`config.mk`:
```
export PLATFORM = sky130hd
export DESIGN_NAME = qpcd_div
export DESIGN_NICKNAME = d
export VERILOG_FILES = /design/src/rtl/qpcd_pkg.sv /design/src/rtl/qpcd_div.sv
export SDC_FILE = /design/constraint.sdc
export NUM_CORES = 1
export LEC_CHECK = 0
export BUFFER_PORTS_ARGS = -buffer_cell sky130_fd_sc_hd__buf_4
export CAP_MARGIN = 20
export CORE_MARGIN = 5
export CORE_UTILIZATION = 40
export DETAILED_ROUTE_END_ITERATION = 7
export PLACE_DENSITY = 0.68
export SLEW_MARGIN = 20
export SYNTH_ARGS = -nofsm -noshare
export SYNTH_HDL_FRONTEND = slang
export SYNTH_SLANG_ARGS = --single-unit
```
`constraint.sdc`:
```
create_clock -name clk -period 3.47 [get_ports clk]
set_clock_uncertainty 0.15 [all_clocks]
set_input_delay 0.5205 -clock clk [delete_from_list [all_inputs] [get_ports clk]]
set_output_delay 0.5205 -clock clk [all_outputs]
set_load 0.03 [all_outputs]
```
`src/rtl/qpcd_pkg.sv`:
```
// Package for the box QP coordinate descent solver.
// Holds the sequencer states, input modes, status and register codes, and saturation helpers.
// Used by qpcd_div and box_qp_clipped_coordinate_descent.
package qpcd_pkg;

  localparam int DVD_W  = 64;
  localparam int DVS_W  = 32;
  localparam int DCNT_W = $clog2(DVD_W + 1);

  localparam logic [2:0] MODE_H     = 3'd0;
  localparam logic [2:0] MODE_Q     = 3'd1;
  localparam logic [2:0] MODE_LB    = 3'd2;
  localparam logic [2:0] MODE_UB    = 3'd3;
  localparam logic [2:0] MODE_START = 3'd4;

  localparam logic [1:0] STAT_CONV   = 2'd0;
  localparam logic [1:0] STAT_NOELIG = 2'd1;
  localparam logic [1:0] STAT_LIMIT  = 2'd2;
  localparam logic [1:0] STAT_ZDIAG  = 2'd3;

  localparam logic [1:0] REG_DIM   = 2'd0;
  localparam logic [1:0] REG_TOL   = 2'd1;
  localparam logic [1:0] REG_LIMIT = 2'd2;

  localparam logic signed [63:0] S32_MAX = 64'sd2147483647;
  localparam logic signed [63:0] S32_MIN = -64'sd2147483648;

  typedef enum logic [4:0] {
    S_IDLE,
    S_INIT_RD,
    S_INIT_WR,
    S_LOOP,
    S_K_RD,
    S_K_MUL,
    S_K_ACC,
    S_G_RD,
    S_G_CALC,
    S_SQ,
    S_DIV_STEP,
    S_DIV_GAIN,
    S_DECIDE,
    S_UPD_RD,
    S_UPD_WR,
    S_OUT_RD,
    S_OUT_EM
  } qpcd_state_t;

  function automatic logic signed [31:0] sat32(input logic signed [63:0] x);
    logic signed [31:0] r;
    if (x > S32_MAX) r = 32'sh7FFFFFFF;
    else if (x < S32_MIN) r = 32'sh80000000;
    else r = x[31:0];
    return r;
  endfunction

endpackage

```
`src/rtl/qpcd_div.sv`:
```
// Iterative signed divider, one quotient bit per cycle, quotient truncated toward zero.
// Depends on qpcd_pkg for operand widths.
module qpcd_div import qpcd_pkg::*; (
  input  logic                    clk,
  input  logic                    rst_n,
  input  logic                    start,
  input  logic signed [DVD_W-1:0] dividend,
  input  logic signed [DVS_W-1:0] divisor,
  output logic                    done,
  output logic signed [DVD_W-1:0] quotient
);

  logic              busy_r;
  logic              done_r;
  logic [DCNT_W-1:0] cnt_r;
  logic [DVD_W-1:0]  dvd_r;
  logic [DVS_W-1:0]  rem_r;
  logic [DVS_W-1:0]  dvs_r;
  logic              neg_r;

  logic [DVS_W:0] rem_sh;
  logic           ge;
  logic [DVS_W:0] rem_n;

  assign rem_sh = {rem_r, dvd_r[DVD_W-1]};
  assign ge     = rem_sh >= {1'b0, dvs_r};
  assign rem_n  = ge ? rem_sh - {1'b0, dvs_r} : rem_sh;

  always_ff @(posedge clk) begin
    if (!rst_n) begin
      busy_r <= 1'b0;
      done_r <= 1'b0;
      cnt_r  <= '0;
    end else begin
      done_r <= 1'b0;
      if (start) begin
        busy_r <= 1'b1;
        cnt_r  <= DCNT_W'(DVD_W);
      end else if (busy_r) begin
        cnt_r <= cnt_r - DCNT_W'(1);
        if (cnt_r == DCNT_W'(1)) begin
          busy_r <= 1'b0;
          done_r <= 1'b1;
        end
      end
    end
  end

  always_ff @(posedge clk) begin
    if (start) begin
      dvd_r <= dividend[DVD_W-1] ? DVD_W'(-dividend) : DVD_W'(dividend);
      dvs_r <= divisor[DVS_W-1] ? DVS_W'(-divisor) : DVS_W'(divisor);
      neg_r <= dividend[DVD_W-1] ^ divisor[DVS_W-1];
      rem_r <= '0;
    end else if (busy_r) begin
      rem_r <= rem_n[DVS_W-1:0];
      dvd_r <= {dvd_r[DVD_W-2:0], ge};
    end
  end

  assign done     = done_r;
  assign quotient = neg_r ? -$signed(dvd_r) : $signed(dvd_r);

endmodule

```
==> results of run 1 <==
-- metrics by stage --
step | instance area [um2] | worst slack, ns | cells | hold slack (ns) | util (%)
floorplan | 10600 | -0.244 | 1187 | 0.309 | -
global placement | 13100 | -0.372 | 1763 | 0.326 | 50.7
detailed placement | 13100 | -0.417 | 1763 | 0.336 | 50.7
CTS | 13900 | -0.732 | 1804 | 0.153 | 53.9
global route | 14100 | -0.798 | 1808 | 0.155 | 54.4
finish | 14100 | -0.675 | 1808 | 0.169 | 54.4
-- kinds of logic (layout without fill, tap and decap cells) --
family | after synthesis | in the layout | synth area share, %
buf+inv | 111 | 397 | 4.11
compound gates | 343 | 343 | 21.4
flops | 138 | 138 | 35.8
fa+ha+maj | 38 | 38 | 4.63
mux | 3 | 3 | 0.300
simple gates | 378 | 378 | 19.0
xor+xnor | 176 | 176 | 14.8
-- per-layer routing --
| layer | track usage [%] | vias to the layer above | part of all wire [%] |
|---|---|---|---|
| li1 | - | 4913 | - |
| met1 | 26.2 | 4694 | 44 |
| met2 | 31.3 | 340 | 46 |
| met3 | 3.17 | 56 | 6.9 |
| met4 | 7.54 | 0 | 3.0 |
| met5 | 0 | - | 0 |
-- layout by cell type (no fill, tap or decap), types with 12 or more instances in the layout --
cell / count
a21o_1: 17
a21oi_1: 99
a311oi_1: 14
buf_4: 301
clkbuf_16: 17
dfxtp_1: 40
edfxtp_1: 97
ha_1: 37
inv_1: 48
nand2_1: 94
nand2b_1: 12
nand3_1: 12
nor2_1: 111
nor3_1: 16
o21a_1: 12
o21ai_0: 67
o31ai_1: 38
o41ai_1: 25
or3_1: 20
or4_1: 19
xnor2_1: 96
xor2_1: 70
-- area by class of cell --
| class | count | share of cell area [%] |
|---|---|---|
| Multi-Input combinational cell | 938 | 47.4 |
| Sequential cell | 138 | 26.6 |
| Timing Repair Buffer | 315 | 17.4 |
| Clock buffer | 19 | 3.15 |
| Tap cell | 335 | 2.98 |
| Inverter | 50 | 1.35 |
| Clock inverter | 13 | 1.19 |
-- flip-flops by register name, summed over array words and instances, names as in the netlist --
name and flops:
dvd_r 64, dvs_r 32, rem_r 32, cnt_r 7, busy_r 1, done 1, neg_r 1
-- report_power, final --
| group | internal, mW | switching (mW) |
|---|---|---|
| Sequential | 1.97 | 0.137 |
| Combinational | 0.974 | 1.30 |
| Clock | 1.16 | 0.728 |
| Total | 4.10 | 2.16 |
-- synthesized netlist by cell type (26+ instances only) --
cell type	number	area [um2]
nor2_1	111	417
xnor2_1	106	928
a21oi_1	103	515
edfxtp_1	97	2910
nand2_1	97	364
o21ai_0	71	355
xor2_1	70	613
clkbuf_1	56	210
inv_1	50	188
o31ai_1	46	345
dfxtp_1	41	821
ha_1	37	463
or3_1	26	163
-- final timing paths --
check | start | to
max | dvd_r[31]$_DFFE_PP_ | quotient[54]
min | divisor[0] | dvs_r[0]$_DFFE_PP_
max reg2reg | dvs_r[14]$_DFFE_PP_ | rem_r[15]$_SDFFE_PP0P_
min reg2reg | rem_r[13]$_SDFFE_PP0P_ | rem_r[13]$_SDFFE_PP0P_
-- what timing repair did --
item / in CTS / in global routing
gates resized for setup: 28 / 26
pin swaps: 8 / 10
buffers inserted: 9 / 4
setup endpoints to repair: 35 / 69
==> key figures, run 1 <==
Floorplan
  • Die extent in y: 171 um
  • Rows: 59
  • Die Wd: 171 um
  • Initial core utilization: 40.4%
  • I/O pins: 164
  • Core ar.: 0.0258 mm2
  • Die ar.: 0.0294 mm2

STA
  • Final Hold Viols: 0
  • PnR worst setup slack: -0.675 ns
  • Final Cycle Share: 119%
  • Final setup TNS: -9.35 ns
  • Max Freq: 0.241 GHz
  • Unrepaired setup endpoints after global routing: true
  • Pins over their slew limit: 0
  • Setup-failing EPs final: 33
  • Slew margin rel.: 42.4%
  • Slew @ Worst Pin: 0.864 ns
  • Fin crit period: 4.15 ns

Placed design
  • HPWL after DPL: 22.0 mm
  • I/O Buffers: 163
  • GP Congestion: 0.901

Layout
  • Reg area: 0.00373 mm2
  • Fillers: 2307
  • Share of layout cells above drive strength 1: 29.9%
  • Net count, final: 1597
  • Multi-input gate area: 0.00667 mm2
  • Number of diodes: 0
  • Area Growth Syn to Fin: 34.8%

Yosys
  • Yosys reg bits: 138
  • Mapped Area: 0.0104 mm2
  • Net count after synthesis: 1324
  • Synth cell types: 69
  • Register area share after synthesis: 35.8%
  • Synthesized area per cell: 8.79 um2
  • Post-synth EDFFs: 97
  • Cells after Synth: 1187
  • Primary FF master, synth: edfxtp_1
  • Async set or reset register ratio after synthesis: 0%
  • Synth Warn #: 0

Critical path
  • Crit path DAT: 3.47 ns
  • Slowest stage delay, CP: 0.57 ns
  • Worst EP required: 2.80 ns
  • Crit path max fanout: 2
  • Buf/Inv on CP: 1
  • Startpoint types: register
  • Worst path cell trace: or4_4, nor4_4, nand3_1, or3_4, or3_4, or4_4, o31ai_4, xnor2_2, buf_6
  • Worst setup path category: reg2out
  • Worst R2R Path Depth: 12
  • CP endpoint kind: primary output
  • Worst path depth: 9
  • Family with the most delay on the worst path: simple AND/OR/NAND/NOR gates
  • Register-to-Register Setup Slack: 0.17 ns
  • CP max-delay cell: or4_4

Detailed routing
  • Routed WL: 29.5 mm
  • Initial drt markers: 857
  • Via count: 10000
  • Final ANT Viol Nets: 0
  • Drc violations: 0
  • Vias/cell: 5.53
  • Pre-Repair DR Iteration Count: 5
  • WL per Instance: 16.3 um

Global routing
  • Congestion Overflow GR: 0
  • Initial antenna violation count: 0
  • First-pass GRT wire length: 46.7 mm
  • Largest net degree at the start of global routing: 198
  • Gr usage total: 19.4%
  • Number of global-route vias before repair: 9394

Power and ir drop
  • Max VDD drop: 0.306 mV
  • P per Cell Area: 445 mW/mm2
  • Leakage power: 5.66 nW
  • Pwr Total: 6.26 mW

Flow run
  • Reported max-cap violation count: 0

Clock tree
  • CTS max path bufs: 2
  • Clock-pin slew on the worst setup and hold paths: 0.06 ns
  • Worst skew pair latency: 0.42 ns
  • Clock sink count: 138
  • # hold bufs at CTS: 0
  • CTS tree: yes
  • H-tree lvl count: 4
  • Cts bufs inserted: 17
  • Clock root cell: clkbuf_16

Min path
  • Worst Hold Class: in2reg
  • WHS Path Cells: 1

Run status
  • Failing checks: setup timing
  • Run status: finished, violations left
(Power assumes the default switching activity.)
==> run 2, diff against run 1 <==
--- a/config.mk
+++ b/config.mk
@@ -5,7 +5,7 @@
 export SDC_FILE = /design/constraint.sdc
 export NUM_CORES = 1
 export LEC_CHECK = 0
-export BUFFER_PORTS_ARGS = -buffer_cell sky130_fd_sc_hd__buf_4
+export BUFFER_PORTS_ARGS = -buffer_cell sky130_fd_sc_hd__buf_2
 export CAP_MARGIN = 20
 export CORE_MARGIN = 5
 export CORE_UTILIZATION = 40
==> run 2 against run 1 <==
  * The flow still finishes with violations (setup timing)
  * Design area decreased by 3.3%
  * Clock power decreased by 7%
  * Global-route usage is 0.21 points lower
  * Wire length shrank 0.81%
  * First-iteration DRC count shrank 14%
  * Clock-buffer cell count grew 3
  * Final cell count about the same
  * Core utilization down 1.8 points
  * Combinational power shrank 5%
  * Register-to-register slack improved by 0.04 ns
  * Total power is 4.4% lower
==> key figures, run 2 (synthesis gave the netlist of run 1 again) <==
Floorplan
  • I/O pins: 164 (unchanged)
  • Die ar.: 0.0294 mm2 (unchanged)
  • Die Wd: 171 um (unchanged)
  • Rows: 59 (unchanged)
  • Initial core utilization: 40.4% (unchanged)
  • Die extent in y: 171 um (unchanged)
  • Core ar.: 0.0258 mm2 (unchanged)

Clock tree
  • Clock root cell: clkbuf_16
  • # hold bufs at CTS: 0 (unchanged)
  • CTS max path bufs: 2 (unchanged)
  • Cts bufs inserted: 17 (unchanged)
  • Clock sink count: 138 (unchanged)
  • H-tree lvl count: 4 (unchanged)
  • Clock-pin slew on the worst setup and hold paths: 0.06 ns (about the same)
  • Worst skew pair latency: 0.42 ns (about the same)
  • CTS tree: yes

Global routing
  • Largest net degree at the start of global routing: 166 (-16%)
  • Gr usage total: 19.2% (-0.21 points)
  • Congestion Overflow GR: 0 (unchanged)
  • Number of global-route vias before repair: 9425 (+0.33%)
  • First-pass GRT wire length: 46.5 mm (-0.37%)
  • Initial antenna violation count: 1 (+1)

Layout
  • Net count, final: 1597 (unchanged)
  • Top Registers: dvd_r (64), dvs_r (32), rem_r (32)
  • Share of layout cells above drive strength 1: 29.5% (-0.41 points)
  • Area Growth Syn to Fin: 30.3%
  • Most frequent cells in the layout: 164 x buf_4, 139 x buf_2, 111 x nor2_1
  • Fin cells: 1809 (+0.055%)
  • Utilization after layout: 52.6% (-1.8 points)
  • Largest register FFs: 64 (unchanged)
  • Most common cell after layout, fill and taps aside: buf_4
  • Top reg by flops: dvd_r
  • Final instance area: 0.0136 mm2 (-3.3%)

Critical path
  • Crit path max fanout: 4 (+2)
  • Crit path DAT: 3.48 ns (about the same)
  • Slowest stage delay, CP: 0.57 ns (about the same)
  • CP max-delay cell: or4_4
  • Worst R2R Path Depth: 11 (-1)
  • Startpoint types: register
  • CP endpoint kind: primary output
  • Family with the most delay on the worst path: simple AND/OR/NAND/NOR gates
  • Worst setup path category: reg2out
  • Worst path cell trace: or4_4, nor4_4, nand3_2, or3_4, or3_4, or4_4, o31ai_4, xnor2_2, buf_6
  • Worst EP required: 2.80 ns (about the same)
  • Worst path depth: 9 (unchanged)
  • Buf/Inv on CP: 1 (unchanged)

STA
  • Pins over their slew limit: 0 (unchanged)
  • Fin crit period: 4.15 ns (+0.00277 ns)
  • WHS: 0.189 ns (+0.0192 ns)
  • Slew margin rel.: 54.0% (+12 points)
  • Max Freq: 0.241 GHz (about the same)
  • Final setup TNS: -8.97 ns (+0.378 ns)
  • Final Hold Viols: 0 (unchanged)
  • Final Cycle Share: 120% (about the same)
  • Setup-failing EPs final: 30 (-9.1%)
  • PnR worst setup slack: -0.678 ns (-0.00277 ns)
  • Unrepaired setup endpoints after global routing: true
  • Slew @ Worst Pin: 0.689 ns (-0.175 ns)

Power and ir drop
  • P per Cell Area: 440 mW/mm2 (-1.2%)
  • Max VDD drop: 0.292 mV (-4.4%)
  • Combinational Power Share: 35.9% (-0.4 points)
  • Pwr Total: 5.98 mW (-4.4%)
  • Switching share of total power: 35.6% (+1.1 points)
  • Leakage power: 5.53 nW (-2.3%)
  • Clock power share: 29.0% (-1.1 points)
  • Seq pwr share: 35.1% (+1.4 points)
  • Internal power: 3.86 mW (-6.0%)
  • Net Sw Power: 2.13 mW (-1.5%)

Detailed routing
  • Via count: 9886 (-1.2%)
  • Routed WL: 29.3 mm (-0.81%)
  • Drc violations: 0 (unchanged)
  • Final ANT Viol Nets: 0 (unchanged)
  • Vias/cell: 5.46 (-1.2%)
  • Pre-Repair DR Iteration Count: 5 (unchanged)
  • WL per Instance: 16.2 um (-0.87%)
  • Initial drt markers: 738 (-14%)

Placed design
  • Placed cell areas: 0.0127 mm2 (-3.0%)
  • Place WS: -0.472 ns (-0.0543 ns)
  • HPWL after DPL: 21.9 mm (-0.23%)
  • Dpl cells: 1767 (+0.23%)
  • GP Congestion: 0.912 (+1.2%)
  • I/O Buffers: 163 (unchanged)

Flow run
  • Reported max-cap violation count: 0 (unchanged)

Min path
  • Worst Hold Class: in2reg
  • WHS Path Cells: 2 (+1)

Run status
  • Failing checks: setup timing
  • Run status: finished, violations left
run 2: cell types whose count changed in the layout (fill, tap and decap cells not counted), moves of 4 or more:
cell / before / now
clkinv_2: 1 / 5
buf_4: 301 / 164
buf_2: 0 / 139
clkinvlp_4: 5 / 0
run 2: final cells by class:
type | count | area [um2]
clock buffer | 22 | 497
antenna | 1 | 2.50
clock inverter | 10 | 63.8
multi-input combinational | 938 | 6620
tap | 335 | 419
inverter | 50 | 190
timing repair buffer | 315 | 2070
fill | 2403 | 12200
sequential | 138 | 3730
run 2: path summary, 6_finish.rpt:
check,startpoint,end,slack (ns)
min,rst_n,cnt_r[6]$_SDFFE_PN0P_,0.19
max reg2reg,rem_r[13]$_SDFFE_PP0P_,rem_r[16]$_SDFFE_PP0P_,0.21
min reg2reg,rem_r[1]$_SDFFE_PP0P_,rem_r[1]$_SDFFE_PP0P_,0.35
max,dvd_r[18]$_DFFE_PP_,quotient[54],-0.68
run 2: timing repair:
item | CTS | global route
resized for setup | 41 | 27
gates cloned | 0 | 0
setup buffers | 3 | 6
endpoints found under the setup margin | 36 | 64
pin swaps | 3 | 12
run 2: metal layers:
metal	GRT usage [%]	wire, um	vias to the layer above
met5	0	0	-
met4	5.55	524	0
met3	2.99	1810	30
met2	32.2	13800	306
met1	25.7	13100	4637
li1	-	-	4913
run 2: power by group through the flow:
stage	combinational, mW	clock (mW)	sequential (mW)
after detailed placement	2.07	0	2.13
after global routing	2.33	1.85	2.12
after global placement	2.04	0	2.12
final	2.15	1.74	2.10
after CTS	2.12	1.77	2.10
after floorplan	1.37	0	2.12
==> run 3, diff against run 2 <==
--- a/config.mk
+++ b/config.mk
@@ -9,6 +9,7 @@
 export CAP_MARGIN = 20
 export CORE_MARGIN = 5
 export CORE_UTILIZATION = 40
+export CTS_BUF_LIST = sky130_fd_sc_hd__clkbuf_2 sky130_fd_sc_hd__clkbuf_4 sky130_fd_sc_hd__clkbuf_8
 export DETAILED_ROUTE_END_ITERATION = 7
 export PLACE_DENSITY = 0.68
 export SLEW_MARGIN = 20
==> run 3 against run 2 <==
  * The flow still finishes with violations (setup timing)
  * Sequential share of layout area increased by 0.28 points
  * Critical path depth is 3 higher
  * Sequential cell count unchanged
  * Largest cell class unchanged
==> key figures, run 3 (synthesis gave the netlist of run 1 again) <==
STA
  • Slew @ Worst Pin: 0.718 ns (+0.0283 ns)
  • Final Cycle Share: 121% (+1.1 points)
  • Slew margin rel.: 52.2% (-1.9 points)
  • Unrepaired setup endpoints after global routing: true
  • Setup-failing EPs final: 30 (unchanged)
  • Pins over their slew limit: 0 (unchanged)
  • Max Freq: 0.239 GHz (-0.92%)
  • PnR worst setup slack: -0.717 ns (-0.0387 ns)
  • Final Hold Viols: 0 (unchanged)
  • WHS: 0.160 ns (-0.0284 ns)
  • Fin crit period: 4.19 ns (+0.0387 ns)

Critical path
  • Worst setup path category: reg2out
  • Crit path DAT: 3.52 ns (+0.04 ns)
  • Worst EP required: 2.80 ns (about the same)
  • Slowest stage delay, CP: 0.45 ns (-0.12 ns)
  • Worst path cell trace: inv_1, ha_1, nand2b_1, nor4_2, buf_4, nand3_2, or3_4, or3_4, or4_4, o31ai_4, xnor2_2, buf_6
  • Crit path max fanout: 4 (unchanged)
  • Buf/Inv on CP: 3 (+2)
  • CP endpoint kind: primary output
  • Worst R2R Path Depth: 12 (+1)
  • CP max-delay cell: or4_4
  • Cell mode on critical path: or3_4
  • Startpoint types: register
  • Worst path depth: 12 (+3)
  • Family with the most delay on the worst path: simple AND/OR/NAND/NOR gates

Clock tree
  • CTS max path bufs: 2 (unchanged)
  • Clock-pin slew on the worst setup and hold paths: 0.08 ns (+0.02 ns)
  • Clock sink count: 138 (unchanged)
  • # hold bufs at CTS: 0 (unchanged)
  • Worst skew pair latency: 0.44 ns (+0.02 ns)
  • H-tree lvl count: 4 (unchanged)
  • Cts bufs inserted: 17 (unchanged)
  • CTS tree: yes
  • Clock root cell: clkbuf_8

Detailed routing
  • Drc violations: 0 (unchanged)
  • Pre-Repair DR Iteration Count: 7 (+2)
  • Routed WL: 29.1 mm (-0.56%)
  • Final ANT Viol Nets: 0 (unchanged)
  • Initial drt markers: 708 (-4.1%)
  • WL per Instance: 16.1 um (-0.61%)
  • Via count: 9861 (-0.25%)
  • Vias/cell: 5.45 (-0.31%)

Global routing
  • Congestion Overflow GR: 0 (unchanged)
  • First-pass GRT wire length: 46.4 mm (about the same)
  • Initial antenna violation count: 1 (unchanged)
  • Largest net degree at the start of global routing: 166 (unchanged)
  • Gr usage total: 19.2% (-0.037 points)
  • Number of global-route vias before repair: 9397 (-0.30%)

Power and ir drop
  • P per Cell Area: 414 mW/mm2 (-6.0%)
  • Max VDD drop: 0.239 mV (-18%)
  • Net Sw Power: 2.05 mW (-3.5%)
  • Combinational Power Share: 38.6% (+2.7 points)
  • Leakage power: 5.47 nW (-1.1%)
  • Pwr Total: 5.57 mW (-7.0%)
  • Seq pwr share: 37.7% (+2.6 points)
  • Clock power share: 23.7% (-5.3 points)
  • Switching share of total power: 36.9% (+1.3 points)
  • Internal power: 3.51 mW (-8.9%)

Layout
  • Largest register FFs: 64 (unchanged)
  • Multi-input gate area: 0.00663 mm2 (+0.13%)
  • Most common cell after layout, fill and taps aside: buf_4
  • Fillers: 2405 (+0.083%)
  • Area Growth Syn to Fin: 29.0%
  • Top reg by flops: dvd_r
  • Share of layout cells above drive strength 1: 29.6% (+0.12 points)
  • Most frequent cells in the layout: 166 x buf_4, 135 x buf_2, 111 x nor2_1
  • Fin cells: 1810 (+0.055%)
  • Top Registers: dvd_r (64), dvs_r (32), rem_r (32)
  • Reg area: 0.00373 mm2 (unchanged)
  • Net count, final: 1598 (+0.063%)

Placed design
  • Dpl cells: 1767 (unchanged)
  • Place WS: -0.472 ns (unchanged)
  • I/O Buffers: 163 (unchanged)
  • HPWL after DPL: 21.9 mm (unchanged)
  • GP Congestion: 0.912 (unchanged)

Floorplan
  • Rows: 59 (unchanged)
  • Die ar.: 0.0294 mm2 (unchanged)
  • I/O pins: 164 (unchanged)
  • Die extent in y: 171 um (unchanged)
  • Initial core utilization: 40.4% (unchanged)
  • Die Wd: 171 um (unchanged)
  • Core ar.: 0.0258 mm2 (unchanged)

Min path
  • Worst Hold Class: in2reg
  • WHS Path Cells: 2 (unchanged)

Flow run
  • Reported max-cap violation count: 0 (unchanged)

Run status
  • Run status: finished, violations left
  • Failing checks: setup timing
[run 3: power groups by stage]
stage	registers, mW	logic (mW)	clock network (mW)
2_1_floorplan	2.12	1.37	0
3_3_place_gp	2.12	2.04	0
3_5_place_dp	2.13	2.07	0
4_1_cts	2.09	2.12	1.37
5_1_grt	2.12	2.34	1.44
6_report	2.10	2.15	1.32
[run 3: worst paths after layout]
kind	to	start	slack, ns
setup / recovery	quotient[54]	dvd_r[1]$_DFFE_PP_	-0.72
hold reg to reg	rem_r[13]$_SDFFE_PP0P_	rem_r[13]$_SDFFE_PP0P_	0.35
hold / removal	cnt_r[6]$_SDFFE_PN0P_	rst_n	0.16
setup reg to reg	rem_r[14]$_SDFFE_PP0P_	rem_r[13]$_SDFFE_PP0P_	0.18
[run 3: per-stage QoR]
stage          util [%]  area [um2]  TNS [ns]
2_1_floorplan         -       10600    -0.847
3_3_place_gp       49.2       12700     -6.00
3_5_place_dp       49.2       12700     -7.29
4_1_cts            51.5       13300     -9.61
5_1_grt            52.1       13500    -15.29
6_report           52.1       13500     -9.67
[run 3: final cells by class]
type / count / share of cell area (%)
multi-input cells: 938 / 49.2
flip-flops and latches: 138 / 27.7
repair buffers: 316 / 15.6
well taps: 335 / 3.11
clock buffers: 20 / 1.95
inverters: 50 / 1.41
clock inverters: 12 / 0.920
diodes: 1 / 0.0186
[run 3: timing repair]
item                       4_1_cts  5_1_grt
hold endpoints to repair         0        0
pin swaps                        4       13
gates resized for setup         46       31
setup buffers                    5        5
setup endpoints to repair       40       65
[run 3: per-layer routing]
layer / global-route usage [%] / up-vias / wire [um]
li1: - / 4904 / -
met1: 25.8 / 4587 / 12900
met2: 32.2 / 340 / 13700
met3: 3.17 / 30 / 2100
met4: 4.93 / 0 / 478
met5: 0 / - / 0
[run 3: worst register-to-register path, stage by stage, from the launching register on]
cell and delay [ns]:
dfxtp_1 0.33, ha_1 0.37, a21o_1 0.20, a21o_1 0.17, a21o_1 0.19, or4_1 0.51, o21a_2 0.29, a211oi_4 0.23
buf_4 0.20, buf_4 0.19, nor3_1 0.08, a21oi_1 0.14, a211oi_1 0.09
